**config.mk**
```make
export PLATFORM = sky130hd
export DESIGN_NAME = ioci_queue
export DESIGN_NICKNAME = d
export VERILOG_FILES = /design/src/rtl/ioci_pkg.sv /design/src/rtl/ioci_queue.sv
export SDC_FILE = /design/constraint.sdc
export NUM_CORES = 1
export LEC_CHECK = 0
export BUFFER_PORTS_ARGS = -buffer_cell sky130_fd_sc_hd__buf_4
export CAP_MARGIN = 10
export CORE_MARGIN = 2
export CORE_UTILIZATION = 45
export DETAILED_ROUTE_END_ITERATION = 12
export GPL_ROUTABILITY_DRIVEN = 0
export PLACE_DENSITY = 0.67
export SYNTH_ARGS = -nofsm -noshare
export SYNTH_HDL_FRONTEND = slang
export SYNTH_SLANG_ARGS = --single-unit
```
**constraint.sdc**
```tcl
create_clock -name i_clk -period 1.3 [get_ports i_clk]
set_input_delay 0.13 -clock i_clk [delete_from_list [all_inputs] [get_ports i_clk]]
set_output_delay 0.13 -clock i_clk [all_outputs]
set_load 0.05 [all_outputs]
```
**src/rtl/ioci_pkg.sv**
```systemverilog
`default_nettype none
package ioci_pkg;

    // Largest supported calibration length, log2 of samples
    localparam int MAX_CALIB_LOG2_DEF = 12;

    // Configuration register
    localparam int                CFG_W          = 4;
    localparam logic [CFG_W-1:0]  CALIB_LOG2_RST = 4'd10;

    // Field widths
    localparam int BYTE_W  = 8;
    localparam int RAW_W   = 16;
    localparam int DT_W    = 20;
    localparam int CORR_W  = 17;
    localparam int ANGLE_W = 64;

    // Depth of the queue between front and back
    localparam int QUEUE_DEPTH = 4;

    // Angle clamp limits
    localparam logic signed [ANGLE_W-1:0] ANGLE_MAX = {1'b0, {(ANGLE_W-1){1'b1}}};
    localparam logic signed [ANGLE_W-1:0] ANGLE_MIN = {1'b1, {(ANGLE_W-1){1'b0}}};

endpackage
`default_nettype wire

```
**src/rtl/ioci_queue.sv**
```systemverilog
`default_nettype none
module ioci_queue #(
    parameter int W     = 8,
    parameter int DEPTH = ioci_pkg::QUEUE_DEPTH
) (
    input  wire logic         i_clk,
    input  wire logic         i_rst_n,
    input  wire logic         i_push,
    input  wire logic [W-1:0] i_data,
    input  wire logic         i_pop,
    output logic              o_full,
    output logic              o_valid,
    output logic [W-1:0]      o_data
);

    localparam int PTR_W = (DEPTH > 1) ? $clog2(DEPTH) : 1;
    localparam int CNT_W = $clog2(DEPTH + 1);

    logic [W-1:0]     r_mem [DEPTH];
    logic [PTR_W-1:0] r_wr;
    logic [PTR_W-1:0] r_rd;
    logic [CNT_W-1:0] r_count;
    logic [CNT_W-1:0] n_count;

    assign o_full  = r_count == CNT_W'(DEPTH);
    assign o_valid = r_count != '0;
    assign o_data  = r_mem[r_rd];

    // Occupancy
    always_comb begin
        n_count = r_count;
        if (i_push && !i_pop) begin
            n_count = r_count + CNT_W'(1);
        end else if (i_pop && !i_push) begin
            n_count = r_count - CNT_W'(1);
        end
    end

    // Pointers and count
    always_ff @(posedge i_clk) begin
        if (!i_rst_n) begin
            r_wr    <= '0;
            r_rd    <= '0;
            r_count <= '0;
        end else begin
            r_count <= n_count;
            if (i_push) begin
                r_wr <= (r_wr == PTR_W'(DEPTH - 1)) ? '0 : r_wr + PTR_W'(1);
            end
            if (i_pop) begin
                r_rd <= (r_rd == PTR_W'(DEPTH - 1)) ? '0 : r_rd + PTR_W'(1);
            end
        end
    end

    // Entry storage
    always_ff @(posedge i_clk) begin
        if (i_push) begin
            r_mem[r_wr] <= i_data;
        end
    end

endmodule
`default_nettype wire

```
# After elaboration in Yosys (flattened, before gate mapping)
# Memory sizes are Yosys's and may differ from the RTL's. A register that Yosys moved wholly into a read port is not among the register bits.
# Index checks and enable logic that the tools add are counted.
[word_totals] in_bits=12 ramBits=32 latch_bits=0 reg_bits=7 memories=1 rom_bits=0
[memory_table] memory="r_mem" words=4 word_bits=8 rd=1 rd_clocked_by_memory_dff=1 write_ports=1 line="ioci_queue.sv:19" text="logic [W-1:0] r_mem [DEPTH];"
[op_classes] n_eq_ne=3 bitwise=0 add_sub_neg=4 n_lt_le_gt_ge=0 n_shift=0 mux=8 n_div=0 reduce_logical=6 multipliers=0
[ops] operator="two-way mux 2 bit" n=4
[ops] operator="two-way mux 3 bit" n=2
[ops] operator="adder 2 x 1 -> 2 bit (second input constant)" n=2
[ops] operator="== test 2 bit (second input constant)" n=2
[ops] operator="adder 3 x 1 -> 3 bit (second input constant)" n=1
[ops] operator="== test 3 bit (second input constant)" n=1
[ops] operator="nonzero test 3 bit" n=1
[ops] operator="subtractor 3 x 1 -> 3 bit (second input constant)" n=1
[ops] operator="logical AND 1 bit" n=2
[ops] operator="logical NOT 1 bit" n=2
[ops] operator="two-way mux 1 bit" n=2
[ops] operator="nonzero test 2 bit" n=1

# Depth between registers and ports, before layout
[depth] depth_word=4 ltp_mapped=7

# Worst setup path before layout
# No wires, ideal clock.
[synth_timing] path_kind="register to output" from="reg r_count[0]" to="out o_full" stages_incl_launch_ff=2 slack_ns=-0.328 arrival_time_ns=1.498 t_required_ns=1.170 cell_sequence="dfxtp_1 > nor3b_1"
[synth_via] elab_chain_cells=1
[synth_lines] element="start, declared" line="ioci_queue.sv:22" text="logic [CNT_W-1:0] r_count;"
[synth_lines] element="start signal, assigned" line="ioci_queue.sv:46" text="r_count <= n_count;"
[synth_lines] element="== test 3 bit" line="ioci_queue.sv:25" text="assign o_full = r_count == CNT_W'(DEPTH);"
[synth_lines] element="end, declared" line="ioci_queue.sv:11" text="output logic o_full,"
# No other way between the ends.

==> summary.txt <==
Status
  • Status: finished with violations
  • Failing checks: negative setup slack

CTS
  • TritonCTS Sinks: 41
  • CTS Buf Count: 5
  • Clock slew at reported path FFs: 0.11 ns
  • Root Driver: clkbuf_4
  • CTS tree: yes
  • Worst-Skew Late Latency: 0.33 ns
  • Clk buf depth: 2
  • H-tree Lvls: 2

Routing
  • DRC violations left: 0
  • Vias per inst: 4.82
  • Via count: 878
  • WL final: 2710 um
  • DRT antenna net count: 0
  • Drt pass-1 iters: 2
  • Starting DRT DRC Count: 26
  • Drt wl/cell: 14.9 um

GRT
  • Initial antenna violation count: 0
  • Vias in the first global route: 976
  • Total track usage: 15.5%
  • First-pass GRT wire length: 4530 um
  • Largest net degree at the start of global routing: 13
  • Congestion Overflow GR: 0

Setup path
  • Worst Setup End Kind: output port
  • Worst setup SP type: flip-flop
  • CP Max Fanout: 8
  • Crit Path Category: reg -> out
  • Worst EP required: 1.17 ns
  • CP Data Arrival Time: 1.53 ns

Timing
  • Final Hold Fails: 0
  • TNS Setup: -3.21 ns
  • Clk_skew: 0.00651 ns
  • Final setup viols: 11
  • Fin crit share: 128%
  • Relative slew margins: 87.4%
  • Max-slew violation count: 0
  • RSZ-0062 raised after global routing: yes
  • Fin crit period: 1.66 ns
  • Tightest Pin Transition: 0.188 ns
  • Fin Hold WS: 0.0504 ns
  • Final worst setup slack: -0.363 ns
  • Highest clock rate: 0.601 GHz

Synth
  • Synthesized Nets: 105
  • Syn avg cell area: 18.8 um^2
  • Synth Instances: 86
  • Synth Cell Area: 1620 um^2
  • Post-synthesis sequential area ratio: 70.6%
  • Synth unique cells: 20
  • Flops & latches, synth: 41
  • Number of synthesized flops with an enable pin: 32
  • Ys async rst share: 0%
  • Top FF cell, synth: edfxtp_1
  • Syn. warnings: 0

Floorplanning
  • Core footprint: 3390 um^2
  • Initial core utilization: 47.7%
  • I/O pin total: 22
  • Die Wd: 63.9 um
  • Row count: 21
  • Die area: 4090 um^2
  • Die Span Y: 63.9 um

Cells and area
  • Non-Filler Instances: 182
  • Diode count: 0
  • Fill cell total of the finished layout: 243
  • Area growth from synthesis to layout: 37.9%
  • Layout cell share with drive strength beyond 1: 44.9%
  • Final Net Count: 154

Pwr
  • Pleak: 0.833 nW
  • PD cells: 1270 nW/um^2
  • Worst vdd ir: 0.812 mV

Hold path
  • Worst Hold Class: in -> reg

Placement
  • IO Port Bufs: 21
  • Hpwl dp: 1850 um
  • Inst Count DP: 162

Job
  • Max-cap violations: 0
critical path, cell delays in order (launching register included):
cell and delay, ns:
dfxtp_2 0.36, buf_12 0.14, mux4_2 0.53, buf_6 0.17
layer usage:
layer,vias to the layer above,GRT usage [%],share of wire (%)
met5,-,0,0
met4,0,6.79,1.2
met3,4,5.99,5.7
met2,29,27.2,55
met1,421,16.4,38
li1,424,-,-
layout by cell type (no fill, tap or decap), types with 2 or more instances in the layout:
cell / count
mux4_2: 8
nor2b_1: 5
ha_1: 5
clkbuf_4: 5
mux2i_1: 4
dfxtp_1: 5
buf_4: 16
and2_1: 5
inv_1: 2
dfxtp_2: 4
clkinv_2: 2
edfxtp_1: 32
dlygate4sd3_1: 8
buf_12: 6
buf_6: 13
flip-flops by register name, indices dropped and copies added (netlist names), named ones only:
register and cells:
r_wr 2, r_rd 2, r_mem 32, r_count 3
metrics by stage:
stage	utilization (%)	setup slack [ns]	cell area, um^2	power [mW]
after floorplan	-	-0.0347	1640	1.92
after global placement	58.9	-0.177	2000	2.14
after detailed placement	58.9	-0.232	2000	2.16
after CTS	65.0	-0.395	2200	2.83
after global routing	65.8	-0.440	2230	2.99
final	65.8	-0.363	2230	2.84
cell families after synthesis:
group                    Yosys count  synth area share (%)
buffers and inverters              6                  1.93
AND/OR/NAND/NOR                   15                  5.65
flip-flops                        41                  70.6
multiplexers                      12                  13.6
XOR/XNOR                           2                  1.08
AO/OA/AOI/OAI                      3                  1.24
adder cells (fa/ha/maj)            7                  5.88
power breakdown:
group | switching (mW) | internal [mW]
logic | 0.367 | 0.368
clock network | 0.366 | 0.206
registers | 0.0404 | 1.49
area by class of cell:
| class | count | area [um^2] | area share [%] |
|---|---|---|---|
| Inverter | 4 | 17.5 | 0.786 |
| Multi-Input combinational cell | 39 | 475 | 21.3 |
| Sequential cell | 41 | 1150 | 51.4 |
| Tap cell | 46 | 57.6 | 2.58 |
| Clock inverter | 2 | 10.0 | 0.449 |
| Timing Repair Buffer | 44 | 482 | 21.6 |
| Clock buffer | 6 | 41.3 | 1.85 |
synthesized netlist by cell type (2+ instances only):
library cell	instances	share of area, %
and2_1	5	1.9
inv_1	4	0.93
or3_1	2	0.77
edfxtp_1	32	59
nor2b_1	5	1.9
mux4_2	8	11
mux2i_1	4	2.5
ha_1	6	4.6
dfxtp_1	9	11
what timing repair did:
action	in CTS	in global routing
pin swaps	2	1
resized for setup	15	5
endpoints found under the setup margin	11	26
hold buffers	8	0
endpoints found under the hold margin	32	0
setup buffers	3	1
worst paths after layout:
kind | startpoint | end | slack (ns) | cells after the start
setup / recovery | flip-flop | o_data[5] | -0.36 | 3
setup reg to reg | r_count[0] | r_count[2] | -0.18 | 5
hold reg to reg | r_count[2] | r_count[2] | 0.56 | 2
hold / removal | i_rst_n | r_count[0] | 0.05 | 2
(Power assumes the default switching activity.)
