File: config.mk
export PLATFORM = sky130hd
export DESIGN_NAME = ioci_front
export DESIGN_NICKNAME = d
export VERILOG_FILES = /design/src/rtl/ioci_pkg.sv /design/src/rtl/ioci_front.sv
export SDC_FILE = /design/constraint.sdc
export NUM_CORES = 1
export LEC_CHECK = 0
export ABC_AREA = 1
export BUFFER_PORTS_ARGS = -buffer_cell sky130_fd_sc_hd__buf_2
export CAP_MARGIN = 10
export CORE_UTILIZATION = 55
export DETAILED_ROUTE_END_ITERATION = 10
export MAX_ROUTING_LAYER = met4
export PLACE_DENSITY = 0.75
export SLEW_MARGIN = 15
export SYNTH_ARGS = -nofsm -noshare
export SYNTH_HDL_FRONTEND = slang
export SYNTH_SLANG_ARGS = --single-unit
File: constraint.sdc
create_clock -name i_clk -period 8.3 [get_ports i_clk]
set_input_delay 0.415 -clock i_clk [delete_from_list [all_inputs] [get_ports i_clk]]
set_output_delay 0.415 -clock i_clk [all_outputs]
set_load 0.01 [all_outputs]
File: src/rtl/ioci_pkg.sv
`default_nettype none
package ioci_pkg;

    // Largest supported calibration length, log2 of samples
    localparam int MAX_CALIB_LOG2_DEF = 12;

    // Configuration register
    localparam int                CFG_W          = 4;
    localparam logic [CFG_W-1:0]  CALIB_LOG2_RST = 4'd10;

    // Field widths
    localparam int BYTE_W  = 8;
    localparam int RAW_W   = 16;
    localparam int DT_W    = 20;
    localparam int CORR_W  = 17;
    localparam int ANGLE_W = 64;

    // Depth of the queue between front and back
    localparam int QUEUE_DEPTH = 4;

    // Angle clamp limits
    localparam logic signed [ANGLE_W-1:0] ANGLE_MAX = {1'b0, {(ANGLE_W-1){1'b1}}};
    localparam logic signed [ANGLE_W-1:0] ANGLE_MIN = {1'b1, {(ANGLE_W-1){1'b0}}};

endpackage
`default_nettype wire

File: src/rtl/ioci_front.sv
`default_nettype none
module ioci_front #(
    parameter int MAX_CALIB_LOG2 = ioci_pkg::MAX_CALIB_LOG2_DEF,
    parameter int RC_W           = ioci_pkg::RAW_W + MAX_CALIB_LOG2 + 2
) (
    input  wire logic                              i_clk,
    input  wire logic                              i_rst_n,
    input  wire logic                              i_cfg_valid,
    input  wire logic [ioci_pkg::CFG_W-1:0]        i_cfg_data,
    input  wire logic                              i_in_valid,
    input  wire logic                              i_q_full,
    input  wire logic [ioci_pkg::BYTE_W-1:0]       i_accel_high,
    input  wire logic [ioci_pkg::BYTE_W-1:0]       i_accel_low,
    input  wire logic [ioci_pkg::BYTE_W-1:0]       i_gyro_high,
    input  wire logic [ioci_pkg::BYTE_W-1:0]       i_gyro_low,
    input  wire logic [ioci_pkg::DT_W-1:0]         i_elapsed_us,
    output logic                                   o_in_stall,
    output logic                                   o_push,
    output logic [ioci_pkg::CORR_W-1:0]            o_accel_corr,
    output logic signed [RC_W-1:0]                 o_rate_corr,
    output logic [ioci_pkg::DT_W-1:0]              o_dt
);

    localparam int SUM_W = ioci_pkg::RAW_W + MAX_CALIB_LOG2 + 1;
    localparam int CNT_W = MAX_CALIB_LOG2 + 1;
    localparam int N_W   = $clog2(MAX_CALIB_LOG2 + 1);

    logic [ioci_pkg::CFG_W-1:0]     r_calib_log2;
    logic [CNT_W-1:0]               r_cnt;
    logic signed [SUM_W-1:0]        r_accel_sum;
    logic signed [SUM_W-1:0]        r_gyro_sum;
    logic signed [SUM_W-1:0]        r_accel_off;
    logic signed [SUM_W-1:0]        r_gyro_off;
    logic                           r_calibrated;

    logic signed [ioci_pkg::RAW_W-1:0] w_accel;
    logic signed [ioci_pkg::RAW_W-1:0] w_gyro;
    logic [N_W-1:0]                 w_n;
    logic [CNT_W-1:0]               n_cnt;
    logic [CNT_W-1:0]               w_lim;
    logic signed [SUM_W-1:0]        n_accel_sum;
    logic signed [SUM_W-1:0]        n_gyro_sum;
    logic signed [RC_W-1:0]         w_accel_diff;
    logic                           w_accept;
    logic                           w_done;

    // Request taken whenever the queue has room
    assign o_in_stall = i_q_full;
    assign w_accept   = i_in_valid && !i_q_full;

    // Byte pairs, high byte first
    assign w_accel = $signed({i_accel_high, i_accel_low});
    assign w_gyro  = $signed({i_gyro_high, i_gyro_low});

    // Calibration length, clamped to the supported maximum
    assign w_n = (int'(r_calib_log2) > MAX_CALIB_LOG2) ? N_W'(MAX_CALIB_LOG2)
                                                       : N_W'(r_calib_log2);

    // Running sums and end-of-phase test
    assign n_accel_sum = r_accel_sum + SUM_W'(w_accel);
    assign n_gyro_sum  = r_gyro_sum + SUM_W'(w_gyro);
    assign n_cnt       = r_cnt + CNT_W'(1);
    assign w_lim       = CNT_W'(1) << w_n;
    assign w_done      = n_cnt >= w_lim;

    // Offset correction for measurement requests
    assign w_accel_diff = RC_W'(w_accel) - RC_W'(r_accel_off);
    assign o_accel_corr = w_accel_diff[ioci_pkg::CORR_W-1:0];
    assign o_rate_corr  = RC_W'(w_gyro) - RC_W'(r_gyro_off);
    assign o_dt         = i_elapsed_us;
    assign o_push       = w_accept && r_calibrated;

    // Configuration register
    always_ff @(posedge i_clk) begin
        if (!i_rst_n) begin
            r_calib_log2 <= ioci_pkg::CALIB_LOG2_RST;
        end else if (i_cfg_valid) begin
            r_calib_log2 <= i_cfg_data;
        end
    end

    // Calibration accumulation; offsets latched on the last sample
    always_ff @(posedge i_clk) begin
        if (!i_rst_n) begin
            r_cnt        <= '0;
            r_accel_sum  <= '0;
            r_gyro_sum   <= '0;
            r_accel_off  <= '0;
            r_gyro_off   <= '0;
            r_calibrated <= 1'b0;
        end else if (w_accept && !r_calibrated) begin
            r_cnt       <= n_cnt;
            r_accel_sum <= n_accel_sum;
            r_gyro_sum  <= n_gyro_sum;
            if (w_done) begin
                r_accel_off  <= n_accel_sum >>> w_n;
                r_gyro_off   <= n_gyro_sum >>> w_n;
                r_calibrated <= 1'b1;
            end
        end
    end

endmodule
`default_nettype wire

Word-level counts from Yosys, hierarchy flattened
Index checks and enable logic that the tools add are counted.
W data, S select, Z words.
{"block": "totals", "reg_bits": 122, "output_inout_bits": 69}
{"block": "classes", "n_reduce_logical": 6, "mux": 1, "n_shift": 3, "magnitude_cmp": 2, "addsub": 5}
{"cell": "$add A29 B16 Y29", "count": 2}
{"cell": "$sub A16 B29 Y30", "count": 1}
{"cell": "$sshr A29 B4 Y17", "count": 1}
{"cell": "$sshr A29 B4 Y29", "count": 1}
{"cell": "$sub A16 B17 Y17", "count": 1}
{"cell": "$add A13 B1 Y13 const B", "count": 1}
{"cell": "$ge A13 B13 Y1", "count": 1}
{"cell": "$shl A1 B4 Y13 const A", "count": 1}
{"cell": "$gt A4 B4 Y1 const B", "count": 1}
{"cell": "$mux W4", "count": 1}
{"cell": "$logic_and A1 B1 Y1", "count": 3}
{"cell": "$logic_not A1 Y1", "count": 2}
{"cell": "$reduce_and A2 Y1", "count": 1}

Logic depth before layout (Yosys ltp)
Gate-level depths: netlist (run 1).
{"block": "logic_depth", "word_depth": 5, "depth_mapped": 23, "ltp_nobuf": 19}

Least setup slack after synthesis (run 1)
OpenSTA, ideal clock, no wires.
{"block": "synth_path", "path_kind": "reg-to-reg", "from": "reg r_cnt[0]", "to": "reg r_accel_off[9]", "path_stages_with_launch": 18, "setup_time_ns": 0.117, "synth_period_minus_slack_ns": 3.014, "t_arrival_ns": 2.897, "setup_slack_ns": 5.286, "path_buffers": 1, "cell_sequence": "dfxtp_1 -> ha_1 -> nand2_1 -> nor3_1 -> nand3_1 -> nor3_1 -> xor2_1 -> ha_1 -> nand2_1 -> nor4_1 -> o21ai_1 -> nand3_1 -> nand2_1 -> inv_2 -> clkbuf_1 -> nand3_1 -> nor2_1 -> nor2_1"}
{"block": "synth_via", "elab_chain_len": 3}
{"item": "from (decl)", "line_no": "ioci_front.sv:29", "source": "logic [CNT_W-1:0] r_cnt;"}
{"item": "from (signal assigned)", "line_no": "ioci_front.sv:92", "source": "r_cnt <= n_cnt;"}
{"item": "$add A13 B1 Y13", "line_no": "ioci_front.sv:62", "source": "assign n_cnt = r_cnt + CNT_W'(1);"}
{"item": "named net n_cnt[12]", "line_no": "ioci_front.sv:39", "source": "logic [CNT_W-1:0] n_cnt;"}
{"item": "$ge A13 B13 Y1", "line_no": "ioci_front.sv:64", "source": "assign w_done = n_cnt >= w_lim;"}
{"item": "$reduce_and A2 Y1 (no source line)"}
{"item": "to (signal assigned)", "line_no": "ioci_front.sv:96", "source": "r_accel_off <= n_accel_sum >>> w_n;"}
{"item": "to (decl)", "line_no": "ioci_front.sv:32", "source": "logic signed [SUM_W-1:0] r_accel_off;"}
The timed path passes the listed nets, and every way through them passes these cells.
A chain may end at the register's enable or synchronous reset.

Final worst setup path (run 1)
{"block": "layout_path", "from": "reg r_calib_log2[3] (netlist bit)", "to": "reg r_gyro_off[12]"}
{"block": "layout_via", "elab_chain_len": 5}
{"item": "from (decl)", "line_no": "ioci_front.sv:28", "source": "logic [ioci_pkg::CFG_W-1:0] r_calib_log2;"}
{"item": "from (signal assigned)", "line_no": "ioci_front.sv:76", "source": "r_calib_log2 <= ioci_pkg::CALIB_LOG2_RST;"}
{"item": "from (signal assigned)", "line_no": "ioci_front.sv:78", "source": "r_calib_log2 <= i_cfg_data;"}
{"item": "$gt A4 B4 Y1", "line_no": "ioci_front.sv:56", "source": "assign w_n = (int'(r_calib_log2) > MAX_CALIB_LOG2) ? N_W'(MAX_CALIB_LOG2)"}
{"item": "$mux W4 (*)", "line_no": "ioci_front.sv:56"}
{"item": "$shl A1 B4 Y13", "line_no": "ioci_front.sv:63", "source": "assign w_lim = CNT_W'(1) << w_n;"}
{"item": "$ge A13 B13 Y1", "line_no": "ioci_front.sv:64"}
{"item": "$reduce_and A2 Y1 (no source line)"}
{"item": "to (signal assigned)", "line_no": "ioci_front.sv:97", "source": "r_gyro_off <= n_gyro_sum >>> w_n;"}
{"item": "to (decl)", "line_no": "ioci_front.sv:33", "source": "logic signed [SUM_W-1:0] r_gyro_off;"}
Every way passes the cells marked *; elsewhere a longest branch is shown, timed or not.

==> flow_summary.yaml, run 1 <==
sta:
  max_clk_rate_mhz: 221
  grt_setup_unrepaired: "false"
  final_layout_setup_total_negative_slack_ns: 0
  finalSetupViolCount: 0
  clock-skew-final_ns: 0.0221
  worst-slew-pin-transition_ns: 1.10
  final_hold_viol_count: 0
  slew_viol_final: 0
  layout_worst_path_cycle_share: 0.546
  finalHoldWorstSlack_ns: 0.195
  post-route-min-period_ns: 4.53
  slew_headroom: 0.267
pwr:
  power.share.sequential: 0.246
  cellPowerDensity_nw_per_um2: 186
  static-leakage-power_nw: 8.11
  comb_power_share: 0.483
  power.net_switching_mw: 1.27
  netSwitchingFraction: 0.453
  power.share.clock: 0.271
  internal_power_mw: 1.53
  peakVddDrop_mv: 0.108
routing:
  dr.pass1.iters: 7
  routed_via_density: 5.65
  drt.antenna.violating_nets: 0
  drcViolationCount: 0
  detailroute.via_count: 15462
  total_routed_length_um: 46500
  wire_per_inst_um: 17.0
  drt_iter0_markers: 1763
global_routing:
  grt_antenna_before_repair: 0
  number_of_global_route_vias_before_repair: 14292
  grt_overflow: 0
  globalRouteTotalUtil: 0.371
  global_route_wire_length_before_repair_um: 74300
  grt_start_max_net_pins: 97
clocking:
  cts-root-buf: "sky130_fd_sc_hd__clkbuf_16"
  clock_insertion_delay_worst_skew_ns: 0.45
  cts_resized: 0
  clk_pin_slew_worst_paths_ns: 0.07
  cts-buffers-inserted: 17
  number_of_buffers_between_clock_root_and_the_deepest_sink: 2
  cts_sinks: 122
  post_cts_hold_buffer_count: 0
  clock_tree_from_tritoncts: "built"
  post-cts-setup-buffer-count: 0
  deepest_level_of_the_cts_h_tree: 4
cells_and_area:
  multi_input_area_um2: 9610
  final_cell_count_no_fill: 2739
  layout_common_cells: "sky130_fd_sc_hd__nand2_1 (644), sky130_fd_sc_hd__inv_1 (366), sky130_fd_sc_hd__nand3_1 (331), sky130_fd_sc_hd__nor2_1 (143), sky130_fd_sc_hd__a21oi_1 (140)"
  post_route_cells_drive_above_1_share: 0.0853
  antennaDiodeCount: 0
  fin_nets: 2583
  area.growth.synth_to_final_pct: 7.71
  final_common_cell: "sky130_fd_sc_hd__nand2_1"
  finalCoreUtilization: 0.610
  area.sequential_um2: 2440
  fillers: 2470
synthesis:
  post_synth_instance_area_um2: 13900
  synth_area_leaders: "sky130_fd_sc_hd__dfxtp_1 (18%), sky130_fd_sc_hd__nand2_1 (17%), sky130_fd_sc_hd__nand3_1 (12%)"
  synth_flop_cell: "sky130_fd_sc_hd__dfxtp_1"
  synthDistinctLibCells: 41
  syn_avg_cell_area_um2: 5.87
  synth_seq_cells: 122
  synth_fp_nets: 2553
  synth_enable_flop_cells: 0
  synth_warnings: 0
  synth_sequential_area_ratio: 0.175
  leading_area_contributor_after_synthesis: "sky130_fd_sc_hd__dfxtp_1"
  asyncSetResetFlopFracSynth: 0
  syn_inst: 2373
  netlist.area_leader.share: 0.175
setup_path:
  critical_path.endpoint_type: "flip-flop"
  cp.arrival_ns: 4.87
  startpoint_type: "flip-flop"
  worstPathMaxFanout: 61
  cp_data_required_time_ns: 8.64
  regToRegEndpoint: "r_gyro_off[12]$_SDFFE_PN0P_"
  setup_crit_path_kind: "reg -> reg"
  critical_path.endpoint: "r_gyro_off[12]$_SDFFE_PN0P_"
  critical_path.startpoint: "r_calib_log2[3]$_SDFFE_PN1P_"
  reg2reg_slack_ns: 3.77
  worst-r2r-cell-count: 20
  crit-reg2reg-launch: "r_calib_log2[3]$_SDFFE_PN1P_"
floorplanning:
  placement_rows: 57
  io_pins: 130
  die-height_um: 161
  start_util: 0.566
  floorplan.die_area_um2: 26000
  fp.dieW_um: 161
  fp.coreArea_um2: 24600
run:
  cap_viol_max_count: 0
status:
  run_status: "finished, final reports clean"
placed_design:
  dp.cells: 2708
  place_congestion: 0.984
  dp_hpwl_um: 36100
  place.port_buffers: 89
hold_path:
  worst_hold_path_type: "in -> reg"
## logic make-up (layout without fill, tap and decap cells)
kind of cell,Yosys count,after routing,synth area share
buffers and inverters,471,513,0.135
flip-flops,122,122,0.175
AND/OR/NAND/NOR,1215,1215,0.377
AO/OA/AOI/OAI,364,364,0.152
adder cells (fa/ha/maj),119,119,0.109
XOR/XNOR,82,82,0.0516
## registers in the layout, summed over array words and instances, names as in the netlist
name,count
r_cnt,13
r_calib_log2,4
r_calibrated,1
r_gyro_sum,29
r_accel_sum,29
r_gyro_off,29
r_accel_off,17
## metal layers
metal,vias to the layer above,share of wire,global-route usage
li1,7774,-,-
met1,7023,0.44,0.461
met2,564,0.47,0.612
met3,101,0.056,0.0437
met4,0,0.034,0.147
met5,-,0,-
## cell usage after synthesis (22+ instances only)
library cell	instances
sky130_fd_sc_hd__dfxtp_1	122
sky130_fd_sc_hd__o21ai_0	98
sky130_fd_sc_hd__o211ai_1	48
sky130_fd_sc_hd__inv_1	366
sky130_fd_sc_hd__clkbuf_1	40
sky130_fd_sc_hd__nor2_1	143
sky130_fd_sc_hd__nand2_1	644
sky130_fd_sc_hd__xnor2_1	33
sky130_fd_sc_hd__buf_2	22
sky130_fd_sc_hd__a21oi_1	140
sky130_fd_sc_hd__xor2_1	49
sky130_fd_sc_hd__buf_4	23
sky130_fd_sc_hd__ha_1	115
sky130_fd_sc_hd__nand3_1	331
## cell type report
type / count / share of cell area
well taps: 324 / 0.0270
clock inverters: 12 / 0.00784
clock buffers: 19 / 0.0302
multi-input cells: 1780 / 0.641
inverters: 380 / 0.0951
flip-flops and latches: 122 / 0.163
repair buffers: 102 / 0.0362
## power by group through the flow
stage / registers (mW) / logic, mW / clock network (mW)
after CTS: 0.685 / 1.33 / 0.759
after detailed placement: 0.697 / 1.32 / 0
after global placement: 0.696 / 1.31 / 0
after global routing: 0.692 / 1.50 / 0.786
final: 0.687 / 1.35 / 0.757
after floorplan: 0.681 / 0.959 / 0
## how the worst min path moves through the flow
stage,from,end,slack (ns),cells past startpoint
CTS,i_cfg_data[0],r_calib_log2[0]$_SDFFE_PN0P_,0.20,3
finish,i_cfg_data[0],r_calib_log2[0]$_SDFFE_PN0P_,0.20,3
detailed placement,r_gyro_off[28]$_SDFFE_PN0P_,r_gyro_off[28]$_SDFFE_PN0P_,0.48,2
global route,i_cfg_data[0],r_calib_log2[0]$_SDFFE_PN0P_,0.20,3
global placement,r_accel_off[13]$_SDFFE_PN0P_,r_accel_off[13]$_SDFFE_PN0P_,0.48,2
floorplan,r_gyro_off[28]$_SDFFE_PN0P_,r_gyro_off[28]$_SDFFE_PN0P_,0.43,2
## per-stage QoR
step / cell area [µm²] / worst slack (ns) / total power [mW]
after floorplan: 13900 / 5.29 / 1.64
after global placement: 14400 / 4.01 / 2.01
after detailed placement: 14400 / 3.96 / 2.02
after CTS: 15000 / 3.92 / 2.77
after global routing: 15000 / 3.51 / 2.97
final: 15000 / 3.77 / 2.79
## critical path: stages, from the launching register on
cell and delay, ns:
sky130_fd_sc_hd__dfxtp_1 0.48, sky130_fd_sc_hd__buf_4 0.29, sky130_fd_sc_hd__nand2_2 0.13, sky130_fd_sc_hd__inv_2 0.10
sky130_fd_sc_hd__nor2_4 0.08, sky130_fd_sc_hd__buf_4 0.54, sky130_fd_sc_hd__inv_2 0.08, sky130_fd_sc_hd__nor2_1 0.24
sky130_fd_sc_hd__nand2_1 0.11, sky130_fd_sc_hd__ha_1 0.35, sky130_fd_sc_hd__nand2_1 0.08, sky130_fd_sc_hd__nor4_1 0.28
sky130_fd_sc_hd__o21ai_1 0.11, sky130_fd_sc_hd__nand3_1 0.08, sky130_fd_sc_hd__nand2_1 0.05, sky130_fd_sc_hd__buf_4 0.27
sky130_fd_sc_hd__nor2_1 0.75, sky130_fd_sc_hd__nand3_1 0.16, sky130_fd_sc_hd__nand2_1 0.09, sky130_fd_sc_hd__inv_1 0.04
sky130_fd_sc_hd__a21oi_1 0.10
No activity file was read; power rests on OpenSTA's default activity.
==> inputs of run 2 (changes only) <==
Settings changed: ABC_AREA 1 to 0.
Clock period 8.3 ns to 4.6 ns, I/O delays scaled along.
==> flow_summary.yaml, run 2 <==
pwr:
  power.net_switching_mw: 1.89
  peakVddDrop_mv: 0.245
  power.share.sequential: 0.257
  netSwitchingFraction: 0.413
  cellPowerDensity_nw_per_um2: 323
  power.share.clock: 0.294
  static-leakage-power_nw: 5.98
  internal_power_mw: 2.69
  comb_power_share: 0.448
global_routing:
  grt_start_max_net_pins: 69
  number_of_global_route_vias_before_repair: 11979
  global_route_wire_length_before_repair_um: 62600
  grt_antenna_before_repair: 0
  grt_overflow: 0
  globalRouteTotalUtil: 0.332
sta:
  layout_worst_path_cycle_share: 0.893
  final_hold_viol_count: 0
  post-route-min-period_ns: 4.11
  final_layout_setup_total_negative_slack_ns: 0
  slew_headroom: 0.207
  finalSetupViolCount: 0
  max_clk_rate_mhz: 244
  grt_setup_unrepaired: "false"
  clock-skew-final_ns: 0.0151
  slew_viol_final: 0
  worst-slew-pin-transition_ns: 1.19
placed_design:
  place_congestion: 0.980
  dp_hpwl_um: 29600
  place.port_buffers: 89
setup_path:
  cp.arrival_ns: 4.49
  startpoint_type: "flip-flop"
  cp_data_required_time_ns: 4.98
  worst-r2r-cell-count: 15
  critical_path.most_common_cell: "sky130_fd_sc_hd__nand2_1"
  reg2reg_slack_ns: 0.49
  critical_path.endpoint_type: "flip-flop"
  timing.critical_path.cells: "ha_1, nand3_1, nor2_1, nand2_1, nor2_1, xor2_1, ha_1, nand2_1, nor4_1, o41a_1, and2_0, nand2_1, a2111oi_0, a21oi_1, nand2_1"
  critPathMaxStageDelay_ns: 0.56
  setup_crit_path_kind: "reg -> reg"
  cpMaxStageDelayCell: "sky130_fd_sc_hd__a2111oi_0"
  worstPathMaxFanout: 9
synthesis:
  yosys.area_share.adder: 0.116
  synth_enable_flop_cells: 0
  syn_inst: 1827
  library_cell_with_the_highest_instance_count_after_synthesis: "sky130_fd_sc_hd__nand2_1"
  synth_compound_gate_area_share: 0.302
  synth_fp_nets: 2007
  synth.cells.most_frequent: "sky130_fd_sc_hd__nand2_1 (247), sky130_fd_sc_hd__a21oi_1 (187), sky130_fd_sc_hd__nor2_1 (163), sky130_fd_sc_hd__dfxtp_1 (122), sky130_fd_sc_hd__ha_1 (115)"
  synth_top_family_by_area: "compound AO/OA/AOI/OAI gates"
  syn_avg_cell_area_um2: 7.18
  netlist.area_leader.share: 0.186
  synth_mux_area_frac: 0.0519
  asyncSetResetFlopFracSynth: 0
  post_synth_instance_area_um2: 13100
  synthXorXnorAreaFrac: 0.0701
  synth_sequential_area_ratio: 0.186
  synthDistinctLibCells: 87
  synth_flop_cell: "sky130_fd_sc_hd__dfxtp_1"
  leading_area_contributor_after_synthesis: "sky130_fd_sc_hd__dfxtp_1"
  synth_seq_cells: 122
  synth_area_leaders: "sky130_fd_sc_hd__dfxtp_1 (19%), sky130_fd_sc_hd__ha_1 (11%), sky130_fd_sc_hd__a21oi_1 (7.1%)"
  synth_simple_gate_area_share: 0.205
  synth_warnings: 0
clocking:
  clk_pin_slew_worst_paths_ns: 0.07
  number_of_buffers_between_clock_root_and_the_deepest_sink: 2
  cts-root-buf: "sky130_fd_sc_hd__clkbuf_16"
  post_cts_hold_buffer_count: 0
  post-cts-setup-buffer-count: 0
  deepest_level_of_the_cts_h_tree: 4
  cts-buffers-inserted: 17
  cts_resized: 0
  clock_insertion_delay_worst_skew_ns: 0.44
  cts_sinks: 122
  clock_tree_from_tritoncts: "built"
cells_and_area:
  antennaDiodeCount: 0
  top_regs: "r_accel_sum (29), r_gyro_off (29), r_gyro_sum (29)"
  finalCoreUtilization: 0.607
  layout_common_cells: "sky130_fd_sc_hd__nand2_1 (245), sky130_fd_sc_hd__a21oi_1 (186), sky130_fd_sc_hd__nor2_1 (163), sky130_fd_sc_hd__dfxtp_1 (121), sky130_fd_sc_hd__ha_1 (115)"
  post_route_cells_drive_above_1_share: 0.108
  final_common_cell: "sky130_fd_sc_hd__nand2_1"
  fin_nets: 2016
  area.growth.synth_to_final_pct: 8.24
routing:
  routed_via_density: 6.17
  total_routed_length_um: 39600
  drt.antenna.violating_nets: 0
  dr.pass1.iters: 6
  drt_iter0_markers: 1427
  drcViolationCount: 0
  wire_per_inst_um: 18.3
  detailroute.via_count: 13387
floorplanning:
  fp.dieW_um: 156
  start_util: 0.560
  floorplan.die_area_um2: 24500
  die-height_um: 156
  fp.coreArea_um2: 23400
  io_pins: 130
  placement_rows: 56
status:
  run_status: "finished, final reports clean"
hold_path:
  min_path_cells: 3
  worst_hold_path_type: "in -> reg"
run:
  cap_viol_max_count: 0
==> run 2: changes by cell type after synthesis, moves of 19 or more <==
cell / previous run / this run
sky130_fd_sc_hd__nand2_1: 644 / 247
sky130_fd_sc_hd__nand3_1: 331 / 50
sky130_fd_sc_hd__mux2i_1: 0 / 41
sky130_fd_sc_hd__a21oi_1: 140 / 187
sky130_fd_sc_hd__xnor2_1: 33 / 69
sky130_fd_sc_hd__nand2_2: 19 / 0
sky130_fd_sc_hd__clkbuf_1: 40 / 87
sky130_fd_sc_hd__a21o_1: 7 / 49
sky130_fd_sc_hd__inv_1: 366 / 87
sky130_fd_sc_hd__nor2_1: 143 / 163
sky130_fd_sc_hd__o21a_1: 8 / 32
sky130_fd_sc_hd__o211ai_1: 48 / 22
sky130_fd_sc_hd__a211oi_1: 0 / 36
==> run 2: worst max-delay path: cells and delay by family, from the launching register on <==
kind / cells / cell delay (ns)
compound gates: 3 / 1.04
xor+xnor: 1 / 0.10
fa+ha+maj: 2 / 0.55
flops: 1 / 0.39
simple gates: 9 / 1.97
==> run 2: logic make-up after synthesis <==
family          after synthesis
compound gates              601
flops                       122
mux                          60
simple gates                604
buf+inv                     216
xor+xnor                    105
fa+ha+maj                   119
==> run 2: layer usage <==
layer	wire, µm	track usage
met1	18800	0.465
met4	878	0.106
met2	16600	0.473
met3	3380	0.0642
met5	0	-
==> run 2: worst paths after layout <==
kind,from,endpoint
worst max-delay path,r_cnt[0]$_SDFFE_PN0P_,r_accel_off[11]$_SDFFE_PN0P_
worst min-delay path,i_cfg_data[2],r_calib_log2[2]$_SDFFE_PN0P_
worst max register to register,r_cnt[0]$_SDFFE_PN0P_,r_accel_off[11]$_SDFFE_PN0P_
worst min register to register,r_accel_sum[21]$_SDFFE_PN0P_,r_accel_sum[21]$_SDFFE_PN0P_
==> run 2: metrics by stage <==
stage / hold slack (ns) / instance area [µm²] / total power, mW / cells / setup slack, ns
finish: 0.0362 / 14200 / 4.58 / 2168 / 0.494
CTS: 0.0307 / 14200 / 4.53 / 2168 / 0.506
global placement: 0.445 / 13600 / 3.17 / 2136 / 0.799
floorplan: 0.356 / 13100 / 2.66 / 1827 / 0.730
global route: 0.0639 / 14200 / 4.83 / 2168 / 0.212
detailed placement: 0.451 / 13600 / 3.19 / 2136 / 0.683
==> run 2: power groups by stage <==
stage          sequential (mW)  clock [mW]  combinational [mW]
2_1_floorplan             1.18           0                1.48
3_3_place_gp              1.20           0                1.97
3_5_place_dp              1.20           0                1.99
4_1_cts                   1.18        1.35                2.01
5_1_grt                   1.19        1.40                2.24
6_report                  1.18        1.35                2.05
==> run 2: layout make-up <==
| class | count | area, µm² |
|---|---|---|
| Tap cell | 319 | 399 |
| Timing Repair Buffer | 118 | 663 |
| Multi-Input combinational cell | 1489 | 9780 |
| Fill cell | 2203 | 9210 |
| Clock inverter | 14 | 136 |
| Clock buffer | 18 | 439 |
| Sequential cell | 122 | 2440 |
| Inverter | 88 | 330 |
